===== src/hdl/extracellular_potential_estimator_assert.svh =====
// assertion macros used by the engine
`ifndef EXTRACELLULAR_POTENTIAL_ESTIMATOR_ASSERT_SVH
`define EXTRACELLULAR_POTENTIAL_ESTIMATOR_ASSERT_SVH

// same-cycle implication
`define EPE_ASSERT_IMPL(label, clk, rst, a, b, msg) \
  label: assert property (@(posedge clk) disable iff (rst) (a) |-> (b)) else $error(msg);

// next-cycle implication
`define EPE_ASSERT_NEXT(label, clk, rst, a, b, msg) \
  label: assert property (@(posedge clk) disable iff (rst) (a) |=> (b)) else $error(msg);

`endif


===== src/hdl/epe_pkg.sv =====
`timescale 1ns / 1ps
package epe_pkg;

  localparam int CFG_IDX_W  = 3;
  localparam int CFG_DATA_W = 32;

  // one input item as held in the queue
  typedef struct packed {
    logic               operation;
    logic signed [23:0] mid_x;
    logic signed [23:0] mid_y;
    logic signed [23:0] mid_z;
    logic signed [31:0] current;
    logic [31:0]        sample_time;
    logic               last_element;
  } item_t;

  // electrode coordinates [electrode][axis] and coupling scale
  typedef struct packed {
    logic [1:0][2:0][23:0] elec;
    logic [31:0]           scale;
  } cfg_t;

  // status of the root and divide unit
  typedef struct packed {
    logic busy;
    logic done;
  } rd_status_t;

  localparam logic OP_LOAD   = 1'b0;
  localparam logic OP_SAMPLE = 1'b1;

endpackage


===== src/hdl/epe_front_queue.sv =====
`timescale 1ns / 1ps
module epe_front_queue (
  input  logic           clk,
  input  logic           rst,
  input  logic           in_valid,
  output logic           in_stall,
  input  epe_pkg::item_t in_item,
  output logic           head_valid,
  output epe_pkg::item_t head,
  input  logic           pop
);

  epe_pkg::item_t q [2];
  logic           wptr;
  logic           rptr;
  logic [1:0]     count;
  logic           push;
  logic           take;

  assign in_stall   = (count == 2'd2);
  assign push       = in_valid && !in_stall;
  assign take       = pop && (count != 2'd0);
  assign head_valid = (count != 2'd0);
  assign head       = q[rptr];

  // pointers and fill level
  always_ff @(posedge clk) begin
    if (rst) begin
      wptr  <= 1'b0;
      rptr  <= 1'b0;
      count <= 2'd0;
    end else begin
      if (push) wptr <= ~wptr;
      if (take) rptr <= ~rptr;
      if (push && !take) count <= count + 2'd1;
      else if (take && !push) count <= count - 2'd1;
    end
  end

  // entry storage
  always_ff @(posedge clk) begin
    if (push) q[wptr] <= in_item;
  end

endmodule


===== config.mk =====
export PLATFORM = sky130hd
export DESIGN_NAME = epe_front_queue
export DESIGN_NICKNAME = d
export VERILOG_FILES = /design/src/hdl/extracellular_potential_estimator_assert.svh /design/src/hdl/epe_pkg.sv /design/src/hdl/epe_front_queue.sv
export SDC_FILE = /design/constraint.sdc
export NUM_CORES = 1
export LEC_CHECK = 0
export BUFFER_PORTS_ARGS = -buffer_cell sky130_fd_sc_hd__buf_2
export CORE_MARGIN = 2
export CORE_UTILIZATION = 32
export CTS_CLUSTER_DIAMETER = 60
export DETAILED_ROUTE_END_ITERATION = 10
export GPL_ROUTABILITY_DRIVEN = 0
export GPL_TIMING_DRIVEN = 1
export PLACE_DENSITY_LB_ADDON = 0.15
export SKIP_CTS_REPAIR_TIMING = 1
export SYNTH_ARGS = -nofsm -noshare
export SYNTH_HDL_FRONTEND = slang
export SYNTH_SLANG_ARGS = --single-unit

===== constraint.sdc =====
create_clock -name clk -period 12.68 [get_ports clk]
set_input_delay 1.268 -clock clk [delete_from_list [all_inputs] [get_ports clk]]
set_output_delay 1.268 -clock clk [all_outputs]
set_load 0.05 [all_outputs]

==> results list <==
- The mapped netlist covers between 10000 and 15000 um^2.
- Clock network power share: between 20% and 30%
- The slowest stage of the critical path is the sky130_fd_sc_hd__dfxtp_4 cell.
- Data arrives at the worst endpoint at roughly 3.1 ns.
* Clock tree from TritonCTS: done
- Synthesis-stage register bit count: around 280
* Initial standard-cell utilization of the core: 32.5%
- Post-layout minimum cycle time: about 4.4 ns
- Type of element capturing the critical path: primary output
* Worst hold stages: 2
* FF/Latch Area: about 8400 um^2
- Total negative slack for setup checks: 0 ns
- Final-report setup violation count: 0
- Headroom to the max-slew limit came out at 35.3%.
- Dividing the detail-routed wire length by the instance count gives 17.6 um.
- Count of pins over their slew limit: 0
* Gate Count Post-Synth: 454
- The first TritonRoute pass finished after 4 iterations.
- Worst-Margin Slew: about 1 ns
- In the final layout, the multi-input gates occupy roughly 1700 um^2.
- Number of hold violations in the final report: 0
- Max_cap viols: 0
- The floorplan step set the die height to 183 um.
- The number of global-route vias before repair came to 5509.
* Total routing resource utilization after global routing: 12.0%
* Type of origin of the critical path: register
- Sequential element share of the synthesized area: between 80% and 90%
- DRC violation count after routing: 0
- The finished cells cover roughly 13000 um^2.
* Die Wd: 183 um
- Maximum clock frequency: around 230 MHz
- The number of cells on the worst reg-to-reg path is 4.
- Min-delay worst type: register to register
* Synth Warn #: 0
- Initial antenna violation count: 2
- Maximum buffer depth of the clock tree: 3
- Net Count, Synth: 597
- Total global routing overflow: 0
- Number of CTS-inserted buffers: 31
- In this run the clock root is driven by a sky130_fd_sc_hd__clkbuf_16.
- For this block, the via count after detailed routing is a little over 5000.
- Of all nets on the critical path, the largest fanout is 72.
- The total area inside the core boundary comes to between 30000 and 40000 um^2.
- In the routed layout, each cell is associated on average with a via count of between 4 and 5.
* HPWL after detailed placement: between 10000 and 15000 um
- Counting every sink on the clock net gives between 200 and 300.
* Placement Cell Area: about 12000 um^2
- # nets final: 900
* Placed cell count: ~1100
- Compared with the post-synthesis result, the final layout area differs by 27.2%.
* Data required time at the worst endpoint: around 11 ns
- Leaving out filler cells and counting taps, the final layout contains between 1000 and 1500.
- Power share of the sequential group: between 30% and 40%
- The count of nets left with antenna violations once routing finished came out at 0.
* Run status: complete, no violations
* Cell internal power dissipation: between 1.5 and 2 mW
- Input/output buffers: around 280
* Kind of critical path: register to primary output
- Final Skew: between 0.01 and 0.015 ns
- Combinational cells account for between 30% and 40% of the total power.
- The die covers ~33000 um^2.
- For this design the static power due to leakage is ~4.8 nW.
- Summing internal, switching and leakage power gives 3.10 mW.
- Share of the core filled with cells: approximately two fifths
- In this run the mean area of a mapped cell was between 20 and 25 um^2.
* Number of top-level pins: around 280
* Number of DRC markers after the initial detailed-route iteration: 273
- Pin count of the biggest net entering global routing: 73
* Highest cell delay on the worst timing path: around 0.94 ns
- Clock insertion delay at the later pin of the skew report: 0.54 ns
* Sum of routed wire length over all layers: roughly 21000 um
* Final worst path period share: between 30% and 40%
- Clock-pin slew was measured on the worst setup and hold paths at ~0.06 ns.
- HP Start: wptr$_SDFFE_PP0N_
- In the final layout, the share of cells above drive strength 1 is between 60% and 70%.
- Row count: 65
* Synth unique cells: 16
- Net Sw Power: around 1.2 mW
- Max rail drop VDD: approximately 0.16 mV
- R2r startpoint: count[0]$_SDFFE_PP0P_
* RSZ-0062 raised after global routing: no
- Cell breakdown of the critical path: buf_4 > mux2_2 > buf_2
- The first global-routing pass estimated about 31000 um of wire.
* Cell area power density: around 240 nW/um^2
* Depth of the CTS H-tree: 1
* Share of total power consumed by net switching: 37.2%
- Fill cells: about 2900
==> worst paths after layout <==
check / slack (ns) / to
worst max-delay path: 8.32 / head[14]
worst min register to register: 0.50 / wptr$_SDFFE_PP0N_
worst max register to register: 9.93 / q[0][133]$_DFFE_PP_
worst min-delay path: 0.50 / wptr$_SDFFE_PP0N_
==> cells by family after synthesis <==
group                      synth area share, %
buffers and inverters                     1.59
and+or+nand+nor                          0.478
AOI/OAI and AO/OA                        0.245
muxes                                     15.2
DFF                                       82.1
adders and majority gates                0.122
xor gates and xnor gates                 0.257
==> synthesized netlist by cell type <==
cell type | number | share of area [%]
sky130_fd_sc_hd__or2_2 | 1 | 0.061
sky130_fd_sc_hd__dfxtp_1 | 5 | 0.98
sky130_fd_sc_hd__nor2b_2 | 1 | 0.086
sky130_fd_sc_hd__edfxtp_1 | 276 | 81
sky130_fd_sc_hd__buf_4 | 2 | 0.15
sky130_fd_sc_hd__ha_1 | 1 | 0.12
sky130_fd_sc_hd__nor2_1 | 4 | 0.15
sky130_fd_sc_hd__xor2_1 | 3 | 0.26
sky130_fd_sc_hd__inv_1 | 2 | 0.074
sky130_fd_sc_hd__buf_2 | 1 | 0.049
sky130_fd_sc_hd__mux2_2 | 138 | 15
sky130_fd_sc_hd__and2_1 | 1 | 0.061
sky130_fd_sc_hd__o21ai_0 | 3 | 0.15
sky130_fd_sc_hd__buf_6 | 12 | 1.3
sky130_fd_sc_hd__or3_1 | 2 | 0.12
sky130_fd_sc_hd__a21oi_1 | 2 | 0.098
==> registers in the layout, indices dropped and copies added, names as in the netlist, named ones only <==
signal and cells:
q 276, rptr 1, count 2, wptr 1
==> final cells by class <==
| cell class | count | share of cell area [%] |
|---|---|---|
| inverters | 2 | 0.0963 |
| clock buffers | 32 | 6.00 |
| repair buffers | 285 | 11.1 |
| diodes | 1 | 0.0193 |
| clock inverters | 24 | 1.55 |
| multi-input cells | 156 | 12.8 |
| flip-flops and latches | 281 | 64.6 |
| well taps | 402 | 3.87 |
==> cell usage in the layout (no fill, tap or decap), drive strengths merged, types with 2 or more instances in the layout <==
cell | netlist | final
clkinvlp | 0 | 2
buf | 15 | 285
mux2 | 138 | 138
or3 | 2 | 2
xor2 | 3 | 3
o21ai | 3 | 3
edfxtp | 276 | 276
inv | 2 | 4
clkinv | 0 | 17
bufinv | 0 | 3
dfxtp | 5 | 5
a21oi | 2 | 2
nor2 | 4 | 4
clkbuf | 0 | 32
==> critical path: cells and delay by family, from the launching register on <==
kind	cells	cell delay, ns
flip-flops	1	0.94
multiplexers	1	0.46
buffers and inverters	2	1.07
==> per-layer routing <==
metal	track usage (%)	vias up	wire, um
met2	19.8	202	9650
met1	14.9	2504	8600
met5	0	-	13
li1	-	2416	-
met3	4.35	42	1930
met4	3.39	2	571
==> stage by stage <==
stage	setup WS (ns)	hold slack, ns
final	8.32	0.497
after global routing	8.08	0.521
after CTS	8.18	0.502
after detailed placement	8.78	0.487
after global placement	8.85	0.473
after floorplan	7.54	0.452
==> power groups by stage <==
stage,Combinational [mW],Sequential (mW),Clock (mW)
5_1_grt,1.08,1.24,0.920
3_5_place_dp,1.04,1.25,0
4_1_cts,1.04,1.23,0.886
6_report,1.03,1.23,0.854
3_3_place_gp,1.03,1.24,0
2_1_floorplan,0.856,1.22,0
Power figures use the tool's default switching activity.
